==> src/design/hce_pkg.sv <==
`default_nettype none

package hce_pkg;

  // Implemented memory sizes in words
  localparam int DATA_WORDS   = 16384;
  localparam int SCREEN_WORDS = 8192;
  localparam int DATA_AW      = $clog2(DATA_WORDS);
  localparam int SCREEN_AW    = $clog2(SCREEN_WORDS);

  // Sweep length after reset covers the larger of the two memories
  localparam int CLR_WORDS = (DATA_WORDS > SCREEN_WORDS) ? DATA_WORDS : SCREEN_WORDS;
  localparam int CLR_W     = $clog2(CLR_WORDS);

  // Memory map
  localparam logic [15:0] SCREEN_BASE = 16'(16 << 10);
  localparam logic [15:0] KBD_ADDR    = 16'(24 << 10);

  // Instruction bit positions
  localparam int BIT_C  = 15;
  localparam int BIT_AM = 12;
  localparam int BIT_ZX = 11;
  localparam int BIT_NX = 10;
  localparam int BIT_ZY = 9;
  localparam int BIT_NY = 8;
  localparam int BIT_F  = 7;
  localparam int BIT_NO = 6;
  localparam int BIT_DA = 5;
  localparam int BIT_DD = 4;
  localparam int BIT_DM = 3;
  localparam int BIT_JN = 2;
  localparam int BIT_JZ = 1;
  localparam int BIT_JP = 0;

  // Stream widths
  localparam int IN_W  = 32;
  localparam int RES_W = 50;
  localparam int OUT_W = 56;

  // Memory write request from the execute stage
  typedef struct packed {
    logic        dat_we;
    logic        scr_we;
    logic [15:0] addr;
    logic [15:0] data;
  } mem_wr_t;

  // One result item; next_pc sits in the lowest bits
  typedef struct packed {
    logic        jump_taken;
    logic        kbd_read;
    logic [15:0] write_data;
    logic [14:0] write_address;
    logic        mem_write;
    logic [15:0] next_pc;
  } result_t;

  // Address lies in the data region and inside the implemented words
  function automatic logic data_hit(input logic [15:0] addr);
    return (addr[15:14] == 2'b00) && ({1'b0, addr[13:0]} < 15'(DATA_WORDS));
  endfunction

  // Address lies in the screen region and inside the implemented words
  function automatic logic screen_hit(input logic [15:0] addr);
    return (addr[15:13] == 3'b010) && ({1'b0, addr[12:0]} < 14'(SCREEN_WORDS));
  endfunction

endpackage

`default_nettype wire

==> src/design/hce_obuf.sv <==
`default_nettype none

module hce_obuf (
  input  wire logic            clk,
  input  wire logic            rst,
  input  wire logic            in_valid,
  input  wire hce_pkg::result_t in_data,
  output logic                 in_ready,
  output logic                 out_valid,
  output hce_pkg::result_t     out_data,
  input  wire logic            out_ready
);
  import hce_pkg::*;

  logic    skid_valid;
  result_t skid_data;
  logic    take;

  assign in_ready = !skid_valid;
  assign take     = in_valid && in_ready;

  // Output register with a one-entry skid stage behind it
  always_ff @(posedge clk) begin
    if (rst) begin
      out_valid  <= 1'b0;
      skid_valid <= 1'b0;
    end else if (out_ready || !out_valid) begin
      if (skid_valid) begin
        out_valid  <= 1'b1;
        skid_valid <= 1'b0;
      end else begin
        out_valid <= take;
      end
    end else if (take) begin
      skid_valid <= 1'b1;
    end
  end

  always_ff @(posedge clk) begin
    if (out_ready || !out_valid) begin
      out_data <= skid_valid ? skid_data : in_data;
    end
    if (take && out_valid && !out_ready) begin
      skid_data <= in_data;
    end
  end

endmodule

`default_nettype wire

==> config.mk <==
export PLATFORM = sky130hd
export DESIGN_NAME = hce_obuf
export DESIGN_NICKNAME = d
export VERILOG_FILES = /design/src/design/hce_pkg.sv /design/src/design/hce_obuf.sv
export SDC_FILE = /design/constraint.sdc
export NUM_CORES = 1
export LEC_CHECK = 0
export BUFFER_PORTS_ARGS = -buffer_cell sky130_fd_sc_hd__buf_2
export CAP_MARGIN = 20
export CORE_ASPECT_RATIO = 0.9
export CORE_MARGIN = 3
export CORE_UTILIZATION = 58
export CTS_BUF_LIST = sky130_fd_sc_hd__clkbuf_8
export CTS_CLUSTER_DIAMETER = 100
export DETAILED_ROUTE_END_ITERATION = 10
export PLACE_DENSITY = 0.95
export SYNTH_ARGS = -nofsm -noshare
export SYNTH_HDL_FRONTEND = slang
export SYNTH_SLANG_ARGS = --single-unit
==> constraint.sdc <==
create_clock -name clk -period 13.7 [get_ports clk]
set_clock_uncertainty 0.2 [all_clocks]
set_input_delay 0.685 -clock clk [delete_from_list [all_inputs] [get_ports clk]]
set_output_delay 0.685 -clock clk [all_outputs]
set_load 0.05 [all_outputs]
==> out/results.ini <==
[cts]
postCtsSetupRepairBufs = 0
cts-root-buf = clkbuf_8
cts_hold_buf = 0
clk_latency_ns = 0.36
cts_resized = 0
clock_sinks = 102
clk_pin_slew_ns = 0.09
htree_levels = 3
cts_buffer_depth = 2
numCtsBuffers = 9
cts_tree = built

[timing]
fmax_mhz = 391
final_max_slew_viol_count = 0
fin_crit_sh = 0.187
timing.hold.ws_ns = 0.296
rsz0062_at_grt = no
setup_tns_ns = 0
max_slew_margin = 0.361
finalHoldViolations = 0
fin_crit_ns = 2.56
tightest_slew_ns = 0.958
setup_viol = 0

[yosys]
synth_area_leaders = edfxtp_1, mux2_4, buf_12
synth_seq_area_share = 0.776
synthesis.nets = 218
yosys_register_bits = 102
synth_area_mm2 = 0.00392
yosysTopAreaCell = edfxtp_1
synth_cells = 164
avgSynthCellArea_um2 = 23.9
ys.warnings.count = 0
netlist.area_leader.share = 0.766
synth.distinct_cells = 13

[worst_setup_path]
crit_buf_inv = 2
crit_required_ns = 12.82
worst-path-max-fanout = 53
max_stage_delay_ns = 0.99
critPathArrivalTime_ns = 1.67
startpoint_type = flop
worst_r2r_path_depth = 2
critical_path_class = reg -> out
cp_top_family = flip-flops
end_kind = output port
cp_slowest_cell = dfxtp_4
path_cells = inv_1, buf_2
path_depth = 2

[global_routing]
grt_pass1_vias = 1951
grt_max_degree = 54
grt_pass1_wl_um = 9680
antenna_found_initial = 0
gr-usage-all-layers = 0.167
globalRouteOverflowTotal = 0

[placement]
hpwl_um = 4270
gp_congestion = 0.735
place_area_mm2 = 0.00447
numPortBuffers = 105

[detailed_routing]
drt_iter0_drc = 114
routedWlPerCell_um = 16.7
drt-pass1-iter-count = 4
drc_errors = 0
viasPerCell = 5.09
routed_wl_um = 6140
ant_nets = 0
num_vias = 1872

[final_layout]
final_util = 0.738
design_area_mm2 = 0.00466
final_nets = 330
drive_gt1_frac = 0.626
antenna_cells = 0
area_growth_pct = 19.0

[power_and_ir_drop]
leakage_nw = 1.85
ir_worst_vdd_uv = 84.2
powerDensity_mw_per_mm2 = 134
total_power_mw = 0.624

[worst_hold_path]
hold_depth = 2
hp-class = in -> reg

[floorplan]
std_cell_rows = 27
die_w_um = 92.7
die-height_um = 84.0
ios = 106
core_mm2 = 0.00632
die_area_mm2 = 0.00778
start_util = 0.621

[run_status]
outcome = completed

[job]
cap_violations = 0

-- placed cells by master (no fill, tap or decap) --
master	synthesis	layout
clkinv_2	0	1
nand2b_2	0	1
clkinvlp_4	0	1
inv_6	0	3
a21oi_1	1	1
dfxtp_4	0	1
nor2_1	1	1
nor3_1	1	1
buf_4	0	2
clkbuf_8	0	9
buf_2	0	105
edfxtp_1	100	100
inv_8	0	1
dfxtp_1	2	1
nor3b_2	0	1
inv_1	1	1
clkinv_8	0	1
mux2_2	3	3
mux2_4	47	47
-- synthesized netlist by cell type --
library cell	n
mux2_4	47
nor3b_1	1
nand2b_1	1
nor2_1	1
edfxtp_1	100
dfxtp_1	2
buf_12	4
buf_8	1
nor3_1	1
buf_6	1
mux2_2	3
a21oi_1	1
inv_1	1
-- routing by layer --
layer,global-route usage,vias to the layer above,wire (um)
met2,0.274,94,3060
li1,-,874,-
met3,0.0721,13,606
met4,0.0559,0,91
met1,0.199,891,2380
met5,0,-,0
-- flip-flops by register name, summed over array words and instances (netlist names) --
register	flops
skid_data	50
out_valid	1
out_data	50
skid_valid	1
-- final cells by class --
class	count	area [um^2]
clock inverters	7	66.3
well taps	87	109
flip-flops and latches	102	3050
repair buffers	107	541
multi-input cells	55	774
fillers	390	1650
inverters	1	3.75
clock buffers	9	124
-- worst paths after layout --
path / from / to / slack, ns
setup / recovery: skid_valid / in_ready / 11.14
hold / removal: rst / skid_valid / 0.30
setup reg to reg: skid_valid / skid_data[25] / 11.67
hold reg to reg: skid_data[7] / out_data[7] / 0.35
-- cells by family (layout without fill, tap and decap cells) --
kind of cell	Yosys count	after routing	synth area share
compound gates	1	1	0.00128
simple gates	4	4	0.00574
buf+inv	7	124	0.0281
mux	50	50	0.189
flops	102	102	0.776
-- report_power, final --
part,switching [mW],internal (mW),leakage [nW]
registers,0.00562,0.360,0.990
clock network,0.105,0.0704,0.0953
logic,0.0574,0.0258,0.766
total,0.168,0.456,1.85
-- through the flow --
step	setup slack (ns)	instances
3_5_place_dp	11.41	352
4_1_cts	11.11	368
6_report	11.14	368
5_1_grt	11.04	368
3_3_place_gp	11.47	352
2_1_floorplan	7.26	164
-- worst reg2reg max path, stage by stage, from the launching register on --
cell,delay (ns)
dfxtp_4,0.63
nor3b_2,0.27
buf_4,0.54
(Power assumes the default switching activity.)
