<file path="src/design/hce_pkg.sv">
`default_nettype none

package hce_pkg;

  // Implemented memory sizes in words
  localparam int DATA_WORDS   = 16384;
  localparam int SCREEN_WORDS = 8192;
  localparam int DATA_AW      = $clog2(DATA_WORDS);
  localparam int SCREEN_AW    = $clog2(SCREEN_WORDS);

  // Sweep length after reset covers the larger of the two memories
  localparam int CLR_WORDS = (DATA_WORDS > SCREEN_WORDS) ? DATA_WORDS : SCREEN_WORDS;
  localparam int CLR_W     = $clog2(CLR_WORDS);

  // Memory map
  localparam logic [15:0] SCREEN_BASE = 16'(16 << 10);
  localparam logic [15:0] KBD_ADDR    = 16'(24 << 10);

  // Instruction bit positions
  localparam int BIT_C  = 15;
  localparam int BIT_AM = 12;
  localparam int BIT_ZX = 11;
  localparam int BIT_NX = 10;
  localparam int BIT_ZY = 9;
  localparam int BIT_NY = 8;
  localparam int BIT_F  = 7;
  localparam int BIT_NO = 6;
  localparam int BIT_DA = 5;
  localparam int BIT_DD = 4;
  localparam int BIT_DM = 3;
  localparam int BIT_JN = 2;
  localparam int BIT_JZ = 1;
  localparam int BIT_JP = 0;

  // Stream widths
  localparam int IN_W  = 32;
  localparam int RES_W = 50;
  localparam int OUT_W = 56;

  // Memory write request from the execute stage
  typedef struct packed {
    logic        dat_we;
    logic        scr_we;
    logic [15:0] addr;
    logic [15:0] data;
  } mem_wr_t;

  // One result item; next_pc sits in the lowest bits
  typedef struct packed {
    logic        jump_taken;
    logic        kbd_read;
    logic [15:0] write_data;
    logic [14:0] write_address;
    logic        mem_write;
    logic [15:0] next_pc;
  } result_t;

  // Address lies in the data region and inside the implemented words
  function automatic logic data_hit(input logic [15:0] addr);
    return (addr[15:14] == 2'b00) && ({1'b0, addr[13:0]} < 15'(DATA_WORDS));
  endfunction

  // Address lies in the screen region and inside the implemented words
  function automatic logic screen_hit(input logic [15:0] addr);
    return (addr[15:13] == 3'b010) && ({1'b0, addr[12:0]} < 14'(SCREEN_WORDS));
  endfunction

endpackage

`default_nettype wire

</file>
<file path="src/design/hce_exec.sv">
`default_nettype none

module hce_exec (
  input  wire logic            clk,
  input  wire logic            rst,
  input  wire logic            accept,
  input  wire logic [15:0]     instruction,
  input  wire logic [15:0]     keyboard_value,
  input  wire logic [15:0]     dat_word,
  input  wire logic [15:0]     scr_word,
  output logic [15:0]          raddr,
  output hce_pkg::mem_wr_t     wr,
  output hce_pkg::result_t     res
);
  import hce_pkg::*;

  logic [15:0] a_reg;
  logic [15:0] d_reg;
  logic [15:0] pc;
  logic [15:0] a_next;
  logic [15:0] d_next;
  logic [15:0] pc_next;

  logic        is_c;
  logic [15:0] m_val;
  logic        kbd_hit;
  logic [15:0] x_op;
  logic [15:0] y_op;
  logic [15:0] alu;
  logic        jump;
  logic        wrote;

  assign is_c = instruction[BIT_C];

  // M operand, selected by the region of the current A
  always_comb begin
    kbd_hit = 1'b0;
    if (a_reg[15:14] == 2'b00) begin
      m_val = data_hit(a_reg) ? dat_word : '0;
    end else if (a_reg[15:13] == 3'b010) begin
      m_val = screen_hit(a_reg) ? scr_word : '0;
    end else if (a_reg == KBD_ADDR) begin
      m_val   = keyboard_value;
      kbd_hit = 1'b1;
    end else begin
      m_val = a_reg;
    end
  end

  // ALU
  always_comb begin
    x_op = d_reg;
    if (instruction[BIT_ZX]) x_op = '0;
    if (instruction[BIT_NX]) x_op = ~x_op;
    y_op = instruction[BIT_AM] ? m_val : a_reg;
    if (instruction[BIT_ZY]) y_op = '0;
    if (instruction[BIT_NY]) y_op = ~y_op;
    alu = instruction[BIT_F] ? (x_op + y_op) : (x_op & y_op);
    if (instruction[BIT_NO]) alu = ~alu;
  end

  // Jump test against the sign and zero of the result
  assign jump = is_c &&
                ((instruction[BIT_JP] && !alu[15] && (alu != '0)) ||
                 (instruction[BIT_JZ] && (alu == '0)) ||
                 (instruction[BIT_JN] && alu[15]));

  // Memory write request
  assign wrote     = is_c && instruction[BIT_DM] && (data_hit(a_reg) || screen_hit(a_reg));
  assign wr.dat_we = accept && is_c && instruction[BIT_DM] && data_hit(a_reg);
  assign wr.scr_we = accept && is_c && instruction[BIT_DM] && screen_hit(a_reg);
  assign wr.addr   = a_reg;
  assign wr.data   = alu;

  // Register updates
  always_comb begin
    a_next  = a_reg;
    d_next  = d_reg;
    pc_next = pc;
    if (accept) begin
      pc_next = jump ? a_reg : pc + 16'd1;
      if (!is_c) begin
        a_next = instruction;
      end else begin
        if (instruction[BIT_DA]) a_next = alu;
        if (instruction[BIT_DD]) d_next = alu;
      end
    end
  end

  always_ff @(posedge clk) begin
    if (rst) begin
      a_reg <= '0;
      d_reg <= '0;
      pc    <= '0;
    end else begin
      a_reg <= a_next;
      d_reg <= d_next;
      pc    <= pc_next;
    end
  end

  // Next read follows the A value of the coming cycle
  assign raddr = a_next;

  // Result item
  always_comb begin
    res.next_pc       = pc_next;
    res.mem_write     = wrote;
    res.write_address = wrote ? a_reg[14:0] : '0;
    res.write_data    = wrote ? alu : '0;
    res.kbd_read      = is_c && instruction[BIT_AM] && kbd_hit;
    res.jump_taken    = jump;
  end

endmodule

`default_nettype wire

</file>
<file path="config.mk">
export PLATFORM = sky130hd
export DESIGN_NAME = hce_exec
export DESIGN_NICKNAME = d
export VERILOG_FILES = /design/src/design/hce_pkg.sv /design/src/design/hce_exec.sv
export SDC_FILE = /design/constraint.sdc
export NUM_CORES = 1
export LEC_CHECK = 0
export BUFFER_PORTS_ARGS = -buffer_cell sky130_fd_sc_hd__buf_2
export CAP_MARGIN = 20
export CELL_PAD_IN_SITES_DETAIL_PLACEMENT = 1
export CELL_PAD_IN_SITES_GLOBAL_PLACEMENT = 1
export CORE_MARGIN = 8
export CORE_UTILIZATION = 33
export DETAILED_ROUTE_END_ITERATION = 6
export PLACE_DENSITY = 0.79
export SKIP_LAST_GASP = 1
export SLEW_MARGIN = 10
export SYNTH_ARGS = -nofsm -noshare
export SYNTH_HDL_FRONTEND = slang
export SYNTH_SLANG_ARGS = --single-unit
</file>
<file path="constraint.sdc">
create_clock -name clk -period 5.9 [get_ports clk]
set_clock_uncertainty 0.1 [all_clocks]
set_input_delay 0.59 -clock clk [delete_from_list [all_inputs] [get_ports clk]]
set_output_delay 0.59 -clock clk [all_outputs]
set_load 0.01 [all_outputs]
</file>
==> metrics.yaml <==
first_pass_iters: 5
max_freq_mhz: 151
grt_pass1_wl_um: 44600
grt_pass1_vias: 7591
track_usage_pct: 28.1
fin_nets: 1085
cp-start-kind: "register"
path_buf_inv: 9
synth.most_common_cell: "nor2_1"
crit_type: "register to output pin"
synth_top_cells_by_count: "nor2_1, a21oi_1, dfxtp_1"
yosysTopAreaCell: "dfxtp_1"
synth_area_um2: 5290
worstPathMaxFanout: 8
die_area_um2: 20300
cts_buffers: 5
ys_top_cells_by_area: "dfxtp_1, xnor2_1, a21oi_1"
grt_overflow_total: 0
cap_violations: 0
syn-num-nets: 818
routedWlPerCell_um: 28.3
crit_arrival_ns: 5.95
ant_nets: 0
synth_edf_count: 0
root_buffer: "clkbuf_16"
port_buffers: 166
die_width_um: 143
synth_ff_type: "dfxtp_1"
grt_max_degree: 55
crit_top_cell: "buf_4"
cts.clk_slew.worst_paths_ns: 0.07
peakVddDrop_mv: 0.162
whs_ns: 0.387
synth_seq_cells: 48
finalCritPeriodShare_pct: 112
antenna_found_initial: 0
drc: 0
hold_viol_final: 0
critPathMaxStageDelay_ns: 0.43
viasPerCell: 6.35
gp_congestion: 0.910
placedCellCount: 1157
fin_crit_ns: 6.64
powerDensity_nw_per_um2: 253
hold_class: "register to register"
relSlewSlack_pct: 26.1
clkLatencyLatePin_ns: 0.31
cts_sinks: 48
wl_um: 34400
num_antenna_cells: 0
nFillCells: 1973
vias: 7722
dieHeight_um: 143
postSynthCellCount: 733
async_flop_share_pct: 0
yosys_warnings: 0
cts_tree: "done"
drive_above_1_share_pct: 42.1
dp_hpwl_um: 19500
end_kind: "output pin"
initial_utilization_pct: 33.5
power.leakage_uw: 0.00367
syn_to_final_growth_pct: 53.1
io_pins: 167
violations: "setup timing"
crit_slowest_cell: "or4_4"
rsz0062_at_grt: "true"
path_delay_family: "simple AND/OR/NAND/NOR gates"
setup_slack_ns: -0.736
seq_area_frac_synth_pct: 18.2
clockBufferDepth: 2
synth_cell_types: 70
outcome: "complete, but fails checks"
worst_pin_slew_ns: 1.11
finalMaxSlewViolations: 0
core_um2: 15800
drt_iter0_drc: 952
h-tree-depth: 2
synth_top_area_share_pct: 18.2
syn_avg_cell_area_um2: 7.22
cp.required_ns: 5.21
setup_viol: 19
final_cells: 1217
placementRows: 46
final_util_pct: 51.3
[tightest hold or removal path, delay by kind of cell, from the launching register on]
family / cells / cell delay, ns
and+or+nand+nor: 1 / 0.07
DFF: 1 / 0.32
AOI/OAI and AO/OA: 1 / 0.06
[area by class of cell]
cell class	instances	area, um2	share of cell area [%]
Multi-Input combinational cell	588	4370	54.0
Timing Repair Buffer	320	2170	26.8
Sequential cell	48	966	11.9
Tap cell	216	270	3.34
Clock buffer	6	139	1.72
Inverter	37	139	1.72
Clock inverter	2	38.8	0.479
[per-layer routing]
layer | global-route usage, % | vias up | share of wire (%) | wire, um
li1 | - | 3192 | - | -
met1 | 34.0 | 3750 | 37 | 12700
met2 | 45.9 | 592 | 46 | 15700
met3 | 6.21 | 188 | 11 | 3660
met4 | 14.1 | 0 | 6.9 | 2380
met5 | 0 | - | 0 | 0
[final timing paths]
path,slack (ns),endpoint,cells past startpoint,start
setup / recovery,-0.74,res[11],26,a_reg[4]
hold / removal,0.39,d_reg[11],2,d_reg[11]
setup reg to reg,0.12,pc[11],26,a_reg[4]
hold reg to reg,0.39,d_reg[11],2,d_reg[11]
[where the power goes]
part	leakage [uW]	switching (uW)	internal [uW]	total [uW]
Combinational	0.00319	735	582	1320
Clock	0.0000871	150	213	363
Sequential	0.000393	20.4	345	365
Total	0.00367	906	1140	2050
[through the flow]
step / instance area [um2] / power, uW / TNS [ns] / setup slack (ns)
global route: 8100 / 2100 / -11.97 / -0.808
finish: 8100 / 2050 / -10.35 / -0.736
CTS: 7750 / 1840 / -2.92 / -0.197
global placement: 6910 / 1290 / -0.0160 / -0.00961
detailed placement: 6910 / 1310 / -1.15 / -0.165
floorplan: 5300 / 883 / 0 / 0.00162
[layout by cell type (no fill, tap or decap), types with 9 or more instances in the layout]
cell,count
nor3_1,15
buf_4,138
nand3_1,18
a21oi_1,50
a211oi_2,14
nor2_1,65
nor2b_1,23
o21ai_0,9
o22ai_1,19
nand3b_1,10
nand2b_1,9
and3_1,19
dfxtp_1,46
a22o_1,15
o211ai_1,11
buf_2,165
inv_1,32
ha_1,12
xnor2_1,33
nand2_1,44
and2_1,32
a21o_1,18
[kinds of logic (layout without fill, tap and decap cells)]
group | count (synthesis) | in the layout | synth area share [%]
AO/OA/AOI/OAI | 230 | 230 | 31.5
XOR/XNOR | 46 | 46 | 7.76
adder cells (fa/ha/maj) | 18 | 18 | 4.40
buffers and inverters | 97 | 365 | 7.52
flip-flops | 48 | 48 | 18.2
multiplexers | 11 | 11 | 2.08
AND/OR/NAND/NOR | 283 | 283 | 28.6
[what timing repair did]
item	4_1_cts	5_1_grt
pin swaps	40	14
hold buffers	0	0
buffers inserted	38	11
setup endpoints to repair	17	21
gates cloned	3	3
gates resized for setup	65	33
Power figures use the tool's default switching activity.
